`src/lfss_pkg.sv`:
```
// Package with the shared constants and types of the largest free square scan core.
`default_nettype none

package lfss_pkg;

   // Line buffer depth and field widths.
   localparam int MAX_COLS = 1024;
   localparam int MAX_ROWS = 1024;
   localparam int COL_W    = $clog2(MAX_COLS);
   localparam int ROW_W    = $clog2(MAX_ROWS);
   localparam int SIZE_W   = 11;
   localparam int WIDTH_W  = 11;
   localparam int BYTE_W   = 8;

   localparam logic [ROW_W-1:0]   ROW_LAST       = ROW_W'(MAX_ROWS - 1);
   localparam logic [WIDTH_W-1:0] WIDTH_MAX      = WIDTH_W'(MAX_COLS);
   localparam logic [WIDTH_W-1:0] WIDTH_RESET    = 11'd1024;
   localparam logic [BYTE_W-1:0]  FREE_CHAR_RESET = 8'd46;

   // Configuration register indexes (taken from paddr bit 2).
   typedef enum logic {
      REG_GRID_WIDTH = 1'b0,
      REG_FREE_CHAR  = 1'b1
   } lfss_reg_type;

   // Current configuration as seen by the datapath.
   typedef struct packed {
      logic [WIDTH_W-1:0] grid_width;
      logic [BYTE_W-1:0]  free_char;
   } lfss_cfg_type;

   // One cell waiting for its line buffer data.
   typedef struct packed {
      logic             is_free;
      logic             last;
      logic [ROW_W-1:0] row;
      logic [COL_W-1:0] col;
   } lfss_item_type;

endpackage

`default_nettype wire

```
`src/lfss_csr.sv`:
```
// Configuration register block of the largest free square scan core.
`default_nettype none

module lfss_csr
   import lfss_pkg::*;
(
   input  wire logic         clock,
   input  wire logic         reset,
   input  wire logic         csr_psel,
   input  wire logic         csr_penable,
   input  wire logic         csr_pwrite,
   input  wire logic [2:0]   csr_paddr,
   input  wire logic [31:0]  csr_pwdata,
   output logic [31:0]       csr_prdata,
   output logic              csr_pready,
   output lfss_cfg_type      cfg
);

   logic [WIDTH_W-1:0] grid_width_ff;
   logic [BYTE_W-1:0]  free_char_ff;
   logic               write_en;
   lfss_reg_type       reg_sel;

   assign csr_pready = 1'b1;
   assign reg_sel    = lfss_reg_type'(csr_paddr[2]);
   assign write_en   = csr_psel & csr_penable & csr_pwrite & csr_pready;

   always_ff @(posedge clock) begin
      if (reset) begin
         grid_width_ff <= WIDTH_RESET;
         free_char_ff  <= FREE_CHAR_RESET;
      end else if (write_en) begin
         case (reg_sel)
            REG_GRID_WIDTH: grid_width_ff <= csr_pwdata[WIDTH_W-1:0];
            REG_FREE_CHAR:  free_char_ff  <= csr_pwdata[BYTE_W-1:0];
            default: ;
         endcase
      end
   end

   always_comb begin
      case (reg_sel)
         REG_GRID_WIDTH: csr_prdata = {{(32-WIDTH_W){1'b0}}, grid_width_ff};
         REG_FREE_CHAR:  csr_prdata = {{(32-BYTE_W){1'b0}}, free_char_ff};
         default:        csr_prdata = '0;
      endcase
   end

   assign cfg.grid_width = grid_width_ff;
   assign cfg.free_char  = free_char_ff;

endmodule

`default_nettype wire

```
`config.mk`:
```
export PLATFORM = sky130hd
export DESIGN_NAME = lfss_csr
export DESIGN_NICKNAME = d
export VERILOG_FILES = /design/src/lfss_pkg.sv /design/src/lfss_csr.sv
export SDC_FILE = /design/constraint.sdc
export NUM_CORES = 1
export LEC_CHECK = 0
export BUFFER_PORTS_ARGS = -buffer_cell sky130_fd_sc_hd__buf_4
export CAP_MARGIN = 0
export CORE_MARGIN = 2
export CORE_UTILIZATION = 35
export CTS_BUF_LIST = sky130_fd_sc_hd__clkbuf_4 sky130_fd_sc_hd__clkbuf_8
export DETAILED_ROUTE_END_ITERATION = 12
export GPL_TIMING_DRIVEN = 0
export PLACE_DENSITY_LB_ADDON = 0.25
export SLEW_MARGIN = 40
export SYNTH_ARGS = -nofsm -noshare
export SYNTH_HDL_FRONTEND = slang
export SYNTH_SLANG_ARGS = --single-unit
```
`constraint.sdc`:
```
create_clock -name clock -period 4.4 [get_ports clock]
set_clock_uncertainty 0.15 [all_clocks]
set_input_delay 1.32 -clock clock [delete_from_list [all_inputs] [get_ports clock]]
set_output_delay 1.32 -clock clock [all_outputs]
set_load 0.01 [all_outputs]
```
# Word-level counts from Yosys, hierarchy flattened
# Index checks and enable logic that the tools add are counted.
# word_totals
out_inout_bits,52
reg_bits,19
n_memories,0
ramBits,0
latchBits,0
elab_cells,8
mem_bits_ro,0
# op_classes
eq_ne,0
addsub,0
shifts,0
bitwise_logic,3
magnitude_cmp,0
n_reduce_logical,2
mux,1
div_mod_pow,0
multipliers,0
# op_table
op,count
$pmux 32 s2,1
$reduce_and 2->1,2
$and 1x1->1,2
$not 1->1,1

# Logic depth before layout (Yosys ltp)
# depth
depth_word,3
mapped_depth,3

# Worst setup path before layout
# No wires, ideal clock.
# synth_path
path_type,input port to output port
from,input port csr_paddr[2]
to,output port csr_prdata[1]
path_slack_ns,1.059
arrival_time_ns,1.871
n_path_buf,1
required_ns,2.930
path_stages,2
path_cell_list,buf_2 -> mux2_2
# synth_via
elab_chain_len,2
# synth_rtl
item,line,text
start: declaration,lfss_csr.sv:12,"input wire logic [2:0] csr_paddr,"
$not 1->1 (no line),--,
$pmux 32 s2 *,lfss_csr.sv:42,case (reg_sel)
end: declaration,lfss_csr.sv:14,"output logic [31:0] csr_prdata,"
# Mark *: on every way between the ends. The rest lies on a longest branch, timed or not. The select of a mux whose other input is x is not followed.

# Final worst setup path
# layout_path
from,input port csr_paddr[2]
to,output port csr_prdata[2]
# The elaborated chain is that of the path after synthesis.

==> out/qor.yml <==
synthesis:
  synth_simple_gate_area_frac: 0.2120
  ys_warn_count: 0
  synth.most_common_cell: "nand2b_1"
  ys_ff_latch: 19
  synthDistinctLibCells: 14
  synth_largest_area_cell: "dfxtp_1"
  synthMuxAreaShare: 0.2540
  synth_top_area_frac: 0.3447
  synth_fa_ha_area_frac: 0
  netlist_instances: 116
  synthFlopType: "dfxtp_1"
  avgSynthCellArea_um2: 9.513
  synth_compound_area_frac: 0
  synth_area_leaders: "dfxtp_1, mux2i_1, buf_4"
  synth-async-reset-ratio: 0
  synth_edf_count: 0
  synth_xor_area_frac: 0
  synth_top_family_by_area: "multiplexers"
  ys_seq_area_frac: 0.3447
  synthTopCellsByCount: "nand2b_1, buf_4, dfxtp_1, mux2i_1, nor2_1"
  netlist_area_mm2: 0.001104
placed_design:
  io_buffers: 46
  dp_hpwl_mm: 1.956
  place_ws_ns: 0.7051
  placed_cells: 226
  placed_area_mm2: 0.001579
  place_congestion: 0.6671
sta:
  rsz0062_at_grt: "false"
  setup_ws_ns: 0.7151
  hold_viol: 0
  max_freq_mhz: 271.4
  drv_slew: 0
  finalSetupTns_ns: 0
  final-setup-viol-count: 0
  fin_crit_ns: 3.685
  finalCritPeriodShare: 0.8375
layout:
  fin_nets: 227
  seq_area_um2: 380.4
  multi_input_area_um2: 596.8
  syn_to_final_growth_pct: 45.58
  fin_area_mm2: 0.001607
  fill_cells: 295
  n_antenna_cell: 0
  fin_cells: 230
  fin_util: 0.5306
  drive_gt1_frac: 0.4516
routing:
  ant_nets: 0
  drt-initial-drc-count: 14
  dr.pass1.iters: 4
  route.detailed.drc: 0
  vias_per_cell: 3.891
  num_vias: 895
  routed_wl_mm: 2.428
  post_drt_wl_per_cell_um: 10.56
power:
  p_seq_frac: 0.517
  swShare: 0.2620
  leakagePower_nw: 0.7897
  power.density_mw_per_mm2: 214.9
  power.switching_mw: 0.09048
  clkPwrFrac: 0.251
  comb_power_share: 0.232
  internal_power_mw: 0.2548
  ir_drop_mv: 0.1428
grt:
  antenna_found_initial: 0
  use_met1: 0.1603
  grt_first_pass_wirelength_mm: 3.560
  grt.met3_usage: 0.01948
  busiest_layer: "met2"
  grt_max_degree: 12
  grt.met2_usage: 0.2391
  grt_usage: 0.1323
  grt_pass1_vias: 818
  grt.overflow.total: 0
clocking:
  cts_tree: "built"
  cts_root_buf: "clkbuf_4"
  cts_buffer_depth: 2
  clock_latency_ns: 0.29
  htreeDepth: 1
  cts_resized: 0
  post-cts-setup-buffer-count: 0
  cts.clk_slew.worst_paths_ns: 0.10
  clock_sinks: 19
  cts_buffers: 3
  ctsHoldBuffers: 0
flow_run:
  maxCapViolCount: 0
critical_path:
  r2r_slack_ns: 3.60
  critPathLaunchType: "primary input"
  r2r-end: "free_char_ff[0]"
  path_class: "primary input to output port"
  reg2reg_depth: 2
  crit_chain: "buf_4 > buf_2 > mux2_2 > buf_4"
  end_kind: "output port"
  cp_slowest_cell: "mux2_2"
  critical-path-top-delay-family: "buffers and inverters"
  path_common_cell: "buf_4"
  critPathBufInv: 3
  cp_max_fo: 10
  cp.arrival_ns: 2.21
  cpPeakStageDelay_ns: 0.38
  r2r-start: "free_char_ff[0]"
  crit_required_ns: 2.93
status:
  status: "finished, final reports clean"
floorplan:
  die_w_um: 60.15
  io_pins: 92
  placementRows: 20
  core_mm2: 0.003028
  start_util: 0.3645
  die_h_um: 60.15
  die_area_mm2: 0.003618
min_path:
  worstHoldStart: "free_char_ff[6]"
  min_delay_path_depth: 2
  hold_path_end: "free_char_ff[6]"
  hold_class: "flop to flop"
routing by layer:
metal  part of all wire  vias to the layer above
met5                  0                        -
met4             0.0082                        0
met3              0.057                        2
met2               0.52                       32
met1               0.42                      388
li1                   -                      473
how the worst max path moves through the flow:
| stage | endpoint | from | cells after the start | slack (ns) |
|---|---|---|---|---|
| after floorplan | csr_prdata[1] | csr_paddr[2] | 2 | 1.06 |
| after global placement | csr_prdata[2] | csr_paddr[2] | 4 | 0.74 |
| after detailed placement | csr_prdata[2] | csr_paddr[2] | 4 | 0.71 |
| after CTS | csr_prdata[2] | csr_paddr[2] | 4 | 0.71 |
| after global routing | csr_prdata[2] | csr_paddr[2] | 4 | 0.68 |
| final | csr_prdata[2] | csr_paddr[2] | 4 | 0.72 |
cell type report:
type,instances,area share
Multi-Input combinational cell,89,0.3715
Sequential cell,19,0.2368
Timing Repair Buffer,46,0.2150
Buffer,28,0.1254
Tap cell,44,0.03427
Clock buffer,3,0.01402
Clock inverter,1,0.003115
power by group through the flow:
stage	Clock [mW]	Sequential (mW)	Combinational [mW]
final	0.0866	0.179	0.0801
after global routing	0.0970	0.179	0.0876
after CTS	0.0912	0.179	0.0797
after detailed placement	0	0.183	0.0796
after global placement	0	0.182	0.0785
after floorplan	0	0.184	0.0480
sequential cells by signal (all words and copies together) (netlist names):
name / flops
free_char_ff: 8
grid_width_ff: 11
cell families (layout without fill, tap and decap cells):
kind of cell,after synthesis,in the layout
buffers and inverters,28,78
DFF,19,19
muxes,27,27
other,2,22
and+or+nand+nor,40,40
worst min-delay path, delay by kind of cell (launching register included):
family | cells | cell delay, ns
mux | 1 | 0.06
simple gates | 1 | 0.06
flops | 1 | 0.34
through the flow:
stage               hold WS, ns  power, mW
floorplan                0.3502     0.2319
global placement         0.3243     0.2609
detailed placement       0.3263     0.2622
CTS                      0.3489     0.3497
global route             0.3705     0.3639
finish                   0.3430     0.3453
placed cells by master (no fill, tap or decap):
cell,n
mux2_2,8
clkinv_2,1
dfxtp_1,19
nand2b_1,24
buf_4,69
mux2i_1,19
and4_1,1
buf_6,1
clkbuf_4,3
nand4b_1,1
nor2_1,10
buf_2,2
clkbuf_1,2
conb_1,22
and4b_1,1
nor2b_1,3
(Power assumes the default switching activity.)
