==> src/lfss_pkg.sv <==
// Package with the shared constants and types of the largest free square scan core.
`default_nettype none

package lfss_pkg;

   // Line buffer depth and field widths.
   localparam int MAX_COLS = 1024;
   localparam int MAX_ROWS = 1024;
   localparam int COL_W    = $clog2(MAX_COLS);
   localparam int ROW_W    = $clog2(MAX_ROWS);
   localparam int SIZE_W   = 11;
   localparam int WIDTH_W  = 11;
   localparam int BYTE_W   = 8;

   localparam logic [ROW_W-1:0]   ROW_LAST       = ROW_W'(MAX_ROWS - 1);
   localparam logic [WIDTH_W-1:0] WIDTH_MAX      = WIDTH_W'(MAX_COLS);
   localparam logic [WIDTH_W-1:0] WIDTH_RESET    = 11'd1024;
   localparam logic [BYTE_W-1:0]  FREE_CHAR_RESET = 8'd46;

   // Configuration register indexes (taken from paddr bit 2).
   typedef enum logic {
      REG_GRID_WIDTH = 1'b0,
      REG_FREE_CHAR  = 1'b1
   } lfss_reg_type;

   // Current configuration as seen by the datapath.
   typedef struct packed {
      logic [WIDTH_W-1:0] grid_width;
      logic [BYTE_W-1:0]  free_char;
   } lfss_cfg_type;

   // One cell waiting for its line buffer data.
   typedef struct packed {
      logic             is_free;
      logic             last;
      logic [ROW_W-1:0] row;
      logic [COL_W-1:0] col;
   } lfss_item_type;

endpackage

`default_nettype wire

==> src/lfss_cell_calc.sv <==
// Square size update, best square tracking and result register.
`default_nettype none

module lfss_cell_calc
   import lfss_pkg::*;
(
   input  wire logic              clock,
   input  wire logic              reset,
   input  wire logic              item_valid,
   input  wire lfss_item_type     item,
   input  wire logic [SIZE_W-1:0] top_size,
   output logic                   item_fire,
   output logic [SIZE_W-1:0]      size_out,
   output logic                   rsp_tvalid,
   input  wire logic              rsp_tready,
   output logic [47:0]            rsp_tdata,
   output logic                   rsp_tlast
);

   logic [SIZE_W-1:0] left_ff,  left_in;
   logic [SIZE_W-1:0] diag_ff,  diag_in;
   logic [SIZE_W-1:0] best_ff,  best_in;
   logic [ROW_W-1:0]  best_r_ff, best_r_in;
   logic [COL_W-1:0]  best_c_ff, best_c_in;
   logic              out_valid_ff, out_valid_in;
   logic [SIZE_W-1:0] o_size_ff, o_best_ff;
   logic [ROW_W-1:0]  o_row_ff;
   logic [COL_W-1:0]  o_col_ff;
   logic              o_last_ff;
   logic [SIZE_W-1:0] min_tl, min_all, size_calc;
   logic [SIZE_W-1:0] new_best;
   logic [ROW_W-1:0]  new_r;
   logic [COL_W-1:0]  new_c;

   assign item_fire = item_valid & (~out_valid_ff | rsp_tready);

   always_comb begin
      min_tl  = (top_size < left_ff) ? top_size : left_ff;
      min_all = (diag_ff < min_tl) ? diag_ff : min_tl;
      if (!item.is_free) begin
         size_calc = '0;
      end else if (item.row == '0 || item.col == '0) begin
         size_calc = SIZE_W'(1);
      end else begin
         size_calc = min_all + SIZE_W'(1);
      end
      new_best = best_ff;
      new_r    = best_r_ff;
      new_c    = best_c_ff;
      if (item.is_free && size_calc > best_ff) begin
         new_best = size_calc;
         new_r    = item.row;
         new_c    = item.col;
      end
   end

   assign size_out = size_calc;

   always_comb begin
      left_in   = left_ff;
      diag_in   = diag_ff;
      best_in   = best_ff;
      best_r_in = best_r_ff;
      best_c_in = best_c_ff;
      if (item_fire) begin
         if (item.last) begin
            left_in   = '0;
            diag_in   = '0;
            best_in   = '0;
            best_r_in = '0;
            best_c_in = '0;
         end else begin
            left_in   = size_calc;
            diag_in   = top_size;
            best_in   = new_best;
            best_r_in = new_r;
            best_c_in = new_c;
         end
      end
      out_valid_in = item_fire | (out_valid_ff & ~rsp_tready);
   end

   always_ff @(posedge clock) begin
      if (reset) begin
         left_ff      <= '0;
         diag_ff      <= '0;
         best_ff      <= '0;
         best_r_ff    <= '0;
         best_c_ff    <= '0;
         out_valid_ff <= 1'b0;
      end else begin
         left_ff      <= left_in;
         diag_ff      <= diag_in;
         best_ff      <= best_in;
         best_r_ff    <= best_r_in;
         best_c_ff    <= best_c_in;
         out_valid_ff <= out_valid_in;
      end
   end

   always_ff @(posedge clock) begin
      if (item_fire) begin
         o_size_ff <= size_calc;
         o_best_ff <= new_best;
         o_row_ff  <= new_r;
         o_col_ff  <= new_c;
         o_last_ff <= item.last;
      end
   end

   assign rsp_tvalid = out_valid_ff;
   assign rsp_tlast  = o_last_ff;
   assign rsp_tdata  = {6'b0, o_col_ff, o_row_ff, o_best_ff, o_size_ff};

endmodule

`default_nettype wire

==> config.mk <==
export PLATFORM = sky130hd
export DESIGN_NAME = lfss_cell_calc
export DESIGN_NICKNAME = d
export VERILOG_FILES = /design/src/lfss_pkg.sv /design/src/lfss_cell_calc.sv
export SDC_FILE = /design/constraint.sdc
export NUM_CORES = 1
export LEC_CHECK = 0
export BUFFER_PORTS_ARGS = -buffer_cell sky130_fd_sc_hd__buf_2
export CORE_UTILIZATION = 57
export DETAILED_ROUTE_END_ITERATION = 7
export PLACE_DENSITY = 0.87
export REMOVE_ABC_BUFFERS = 1
export SKIP_CTS_REPAIR_TIMING = 1
export SYNTH_ARGS = -nofsm -noshare
export SYNTH_HDL_FRONTEND = slang
export SYNTH_SLANG_ARGS = --single-unit
==> constraint.sdc <==
create_clock -name clock -period 9.3 [get_ports clock]
set_input_delay 1.395 -clock clock [delete_from_list [all_inputs] [get_ports clock]]
set_output_delay 1.395 -clock clock [all_outputs]
set_load 0.1 [all_outputs]
# After elaboration in Yosys (flattened, before gate mapping)
# Cells that the tools add are included.
# Widths: inputs -> output; s select.
dict set report classes {
  bitwise 6
  addsub 1
  mux 12
  n_lt_le_gt_ge 3
  reduce_logical 4
}
# operator count
set ops {}
lappend ops {{$mux 11} 8}
lappend ops {{$mux 10} 4}
lappend ops {{$lt 11x11->1} 2}
lappend ops {{$logic_not 10->1} 2}
lappend ops {{$add 11x1->11 const B} 1}
lappend ops {{$gt 11x11->1} 1}
lappend ops {{$and 1x1->1} 2}
lappend ops {{$not 1->1} 2}
lappend ops {{$or 1x1->1} 2}
lappend ops {{$logic_and 1x1->1} 1}
lappend ops {{$logic_or 1x1->1} 1}
dict set report totals {
  output_inout_bits 62
  reg_bits 97
  wordCells 37
  inputBits 37
}

# Longest topological paths before layout
dict set report logic_depth {
  ltp_word 11
  mapped_depth 35
  ltp_nobuf 30
}

# Worst setup path before layout
# Ideal clock, no wire load.
dict set report synth_timing {
  kind {input-to-reg}
  start {input port top_size[10]}
  end {register o_best_ff[7] (data pin)}
  arrival_ns 8.954
  setup_time_ns 0.260
  n_path_buf 4
  path_slack_ns 0.086
  stages 31
  required_ns 9.040
  path_cell_list {ha_1 nand4_1 nor2_1 a21oi_1 nand2_1 clkbuf_1 buf_1 mux2i_1 ha_1 a21o_1 a21o_1 a221o_1 a21oi_2 nand3_4 clkbuf_1 nand3_1 o21ai_0 inv_1 ha_1 inv_1 a2111oi_0 xor2_1 nand2_1 a21oi_1 ha_1 and4_1 nand4_1 o21a_1 and2_4 buf_6 mux2_4}
}
dict set report synth_via {
  elab_chain_cells 10
}
# item line_no
set synth_lines {}
lappend synth_lines {{start, declared} lfss_cell_calc.sv:11} ;# input wire logic [SIZE_W-1:0] top_size,
lappend synth_lines {{$lt 11x11->1} lfss_cell_calc.sv:38} ;# min_tl = (top_size < left_ff) ? top_size : left_ff;
lappend synth_lines {{$mux 11 (*)} lfss_cell_calc.sv:38}
lappend synth_lines {{$lt 11x11->1} lfss_cell_calc.sv:39} ;# min_all = (diag_ff < min_tl) ? diag_ff : min_tl;
lappend synth_lines {{$mux 11 (*)} lfss_cell_calc.sv:39}
lappend synth_lines {{$add 11x1->11 (*)} lfss_cell_calc.sv:45} ;# size_calc = min_all + SIZE_W'(1);
lappend synth_lines {{$mux 11 (*)} lfss_cell_calc.sv:42} ;# end else if (item.row == '0 || item.col == '0) begin
lappend synth_lines {{$mux 11 (*)} lfss_cell_calc.sv:40} ;# if (!item.is_free) begin
lappend synth_lines {{net size_out[6]} lfss_cell_calc.sv:13} ;# output logic [SIZE_W-1:0] size_out,
lappend synth_lines {{$gt 11x11->1 (*)} lfss_cell_calc.sv:50} ;# if (item.is_free && size_calc > best_ff) begin
lappend synth_lines {{$logic_and 1x1->1 (*)} lfss_cell_calc.sv:50}
lappend synth_lines {{$mux 11 (*)} lfss_cell_calc.sv:50}
lappend synth_lines {{net new_best[7]} lfss_cell_calc.sv:31} ;# logic [SIZE_W-1:0] new_best;
lappend synth_lines {{end signal, assigned} lfss_cell_calc.sv:104} ;# o_best_ff <= new_best;
lappend synth_lines {{end, declared} lfss_cell_calc.sv:26} ;# logic [SIZE_W-1:0] o_size_ff, o_best_ff;
# The timed path passes the listed nets; every way through them passes the cells marked *.
# A chain may end at the register's enable or synchronous reset.

# Worst setup path after layout
dict set report layout_timing {
  start {input port top_size[10]}
  end {output port size_out[6]}
}
dict set report layout_via {
  elab_chain_cells 7
}
# item line_no
set layout_lines {}
lappend layout_lines {{$lt 11x11->1} lfss_cell_calc.sv:38}
lappend layout_lines {{$mux 11 (*)} lfss_cell_calc.sv:38}
lappend layout_lines {{$lt 11x11->1} lfss_cell_calc.sv:39}
lappend layout_lines {{$mux 11 (*)} lfss_cell_calc.sv:39}
lappend layout_lines {{$add 11x1->11 (*)} lfss_cell_calc.sv:45}
lappend layout_lines {{$mux 11 (*)} lfss_cell_calc.sv:42}
lappend layout_lines {{$mux 11 (*)} lfss_cell_calc.sv:40}
lappend layout_lines {{end, declared} lfss_cell_calc.sv:13}
# Every way passes the cells marked *; elsewhere a longest branch is shown, timed or not.

==> flow_summary_export.csv <==
group,metric,value,unit
clocking,cts.path.max_buffers,2,
placement,gp_congestion,0.876,
timing,max-slew-margin-rel,26.4,%
power_and_ir_drop,power.leakage,2.52,nW
setup_path,endpoint_kind,"output port",
yosys,synth_enable_flop_cells,43,
timing,maxSlewViolCount,0,
setup_path,crit_required,7.91,ns
yosys,async_reset_ff_share,0,%
grt,met1_usage,37.3,%
timing,hold_viol_final,0,
grt,first_global_vias,4651,
yosys,syn-mean-instance-area,9.74,sq um
grt,grt_use_met3,5.68,%
timing,clock_skew,0.0142,ns
grt,grt_util_met2,47.5,%
routing,vias_per_cell,6.11,
outcome,status,"complete, no violations",
clocking,worst_skew_pair.late_latency,0.36,ns
routing,drt_iter0_drc,369,
setup_path,cp_cell_sequence,"buf_2 > ha_1 > a21oi_1 > o21ai_0 > a21oi_1 > nand2_1 > buf_4 > mux2i_1 > ha_1 > a21o_1 > a21o_1 > a211o_1 > a21oi_2 > nand3_4 > nand3_1 > o21ai_0 > inv_1 > ha_1 > inv_1 > a2111oi_0 > xor2_1 > nand2_1 > a21oi_1 > buf_2",
clocking,cts.reportedPaths.clkPinSlew,0.10,ns
cells_and_area,multi_input_area,2990,sq um
cells_and_area,nNetsFinal,723,
timing,timing.final.ws_setup,0.894,ns
grt,busiest_layer,"met2",
power_and_ir_drop,vdd_ir_drop_max,0.134,mV
grt,overflow,0,
placement,port_buffers,92,
placement,pre_cts_ws,0.904,ns
die,fp.dieH,102,um
cells_and_area,ff_latch_area,2370,sq um
placement,dpl_cell_area,6160,sq um
cells_and_area,finalInstanceArea,6370,sq um
die,die_area,10400,sq um
die,dieWidth,102,um
routing,drt_first_pass_iters,5,
cells_and_area,diodes,0,
placement,dp_hpwl,10100,um
cells_and_area,fillCellCount,818,
timing,hold_slack,0.496,ns
die,start_util,58.8,%
yosys,ys.flop_type,"dfxtp_1",
worst_hold_path,min_path_type,"reg -> reg",
die,ios,99,
timing,rsz0062_at_grt,"false",
grt,grt_max_degree,58,
timing,fmaxAchievable,0.119,GHz
power_and_ir_drop,p_total,1.42,mW
setup_path,crit_arrival,7.01,ns
cells_and_area,area_growth,11.4,%
timing,tightest_slew,1.10,ns
yosys,ys_warn_count,0,
yosys,synthCells,587,
setup_path,slowest_stage,"buf_2",
setup_path,startpoint_type,"input port",
timing,setup_viol,0,
clocking,htreeDepth,3,
yosys,ys_ff_latch,97,
clocking,clock-sinks,97,
setup_path,worst-setup-path-type,"in -> out",
power_and_ir_drop,power_density,223,nW/um^2
die,coreArea,9730,sq um
cells_and_area,drive_gt1_share,22.7,%
timing,fin_crit,8.41,ns
routing,ant_nets,0,
job,drv_cap,0,
routing,drc,0,
clocking,cts_buffers,9,
setup_path,max_stage_delay,0.54,ns
routing,routedWlPerCell,18.0,um
grt,antenna_found_initial,0,
setup_path,cp_max_fo,17,
routing,dr_total_vias,4858,
grt,grt_pass1_wl,23000,um
clocking,cts_root_buf,"clkbuf_8",
timing,period_share,90.4,%
grt,grtUsageTotal,28.5,%
routing,finalWirelength,14300,um
die,fp-row-count,36,
clocking,cts_tree,"yes",
yosys,ys_types,59,
yosys,netlist_area,5720,sq um
yosys,ys_seq_area_share,41.5,%
[layer usage]
layer	part of all wire (%)	vias to the layer above	wire [um]
met3	7.1	22	1020
met1	43	2308	6150
li1	-	2312	-
met4	1.5	0	216
met2	49	216	6950
met5	0	-	0
[worst paths after layout]
path,startpoint,to,slack (ns),cells past startpoint
setup / recovery,top_size[10],size_out[6],0.89,24
hold / removal,best_c_ff[1],best_c_ff[1],0.50,2
setup reg to reg,left_ff[10],o_row_ff[9],1.91,29
hold reg to reg,best_c_ff[1],best_c_ff[1],0.50,2
[power breakdown]
part / switching [mW] / leakage (nW) / internal (mW)
combinational: 0.484 / 1.55 / 0.156
sequential: 0.0140 / 0.871 / 0.487
clock: 0.153 / 0.0930 / 0.127
total: 0.651 / 2.52 / 0.770
[final cells by class]
cell class	instances	share of cell area [%]
well taps	133	2.61
clock buffers	9	1.95
multi-input cells	417	46.9
clock inverters	7	1.24
inverters	32	1.89
flip-flops and latches	97	37.3
repair buffers	100	8.17
[cell usage after synthesis (12+ instances only)]
master / count / share of area (%)
inv_1: 32 / 2.1
mux2_4: 21 / 5.5
a21oi_1: 57 / 5.0
dfxtp_1: 54 / 19
nand2_1: 20 / 1.3
nor2_1: 40 / 2.6
ha_1: 29 / 6.3
edfxtp_1: 43 / 23
nor3b_1: 12 / 1.6
clkbuf_1: 24 / 1.6
nand4_1: 29 / 3.2
o21ai_1: 12 / 1.1
mux2i_1: 15 / 2.6
nand3_1: 30 / 2.6
o211ai_1: 31 / 4.1
xnor2_1: 17 / 2.6
[state kept, by name (all words and copies together), names as in the netlist]
signal / flops
best_r_ff: 10
o_best_ff: 11
best_ff: 11
o_col_ff: 10
left_ff: 11
rsp_tlast: 1
diag_ff: 11
best_c_ff: 10
o_row_ff: 10
rsp_tvalid: 1
o_size_ff: 11
[kinds of logic (layout without fill, tap and decap cells)]
| family | Yosys count | in the layout | share of synthesized area (%) |
|---|---|---|---|
| simple gates | 173 | 173 | 16.3 |
| flops | 97 | 97 | 41.5 |
| other cells | 1 | 6 | 0.0656 |
| xor+xnor | 21 | 21 | 3.22 |
| compound gates | 147 | 147 | 16.8 |
| buf+inv | 78 | 148 | 6.67 |
| mux | 39 | 39 | 8.73 |
| fa+ha+maj | 31 | 31 | 6.72 |
[cells in the final DEF (no fill, tap or decap), types with 4 or more instances in the layout]
master    netlist  final
a21o_1          6      6
a21oi_1        57     57
a22oi_1         5      5
a31oi_1         4      4
and2_1          4      4
and3_1          7      7
buf_2           5     92
buf_4          10      8
clkbuf_8        0      9
conb_1          1      6
dfxtp_1        54     54
edfxtp_1       43     43
ha_1           29     29
inv_1          32     31
mux2_4         21     21
mux2i_1        15     15
nand2_1        20     20
nand2b_1        6      6
nand3_1        30     30
nand4_1        29     29
nor2_1         40     39
nor3_1          6      6
nor3b_1        12     12
nor4_1          8      8
o211ai_1       31     31
o21ai_0        10     10
o21ai_1        12     12
xnor2_1        17     17
xor2_1          4      4
[stage by stage]
step,utilization [%],TNS [ns],cells
floorplan,-,-8.58,546
global placement,63.4,0,779
detailed placement,63.4,0,779
CTS,65.4,0,795
global route,65.4,0,795
finish,65.4,0,795
[critical path: cells and delay by family]
family / cells / cell delay (ns)
buffers and inverters: 5 / 1.11
xor gates and xnor gates: 1 / 0.19
muxes: 1 / 0.27
AOI/OAI and AO/OA: 10 / 2.48
adders and majority gates: 3 / 0.77
and+or+nand+nor: 4 / 0.79
Note: power is estimated with default switching activity, not from simulation.
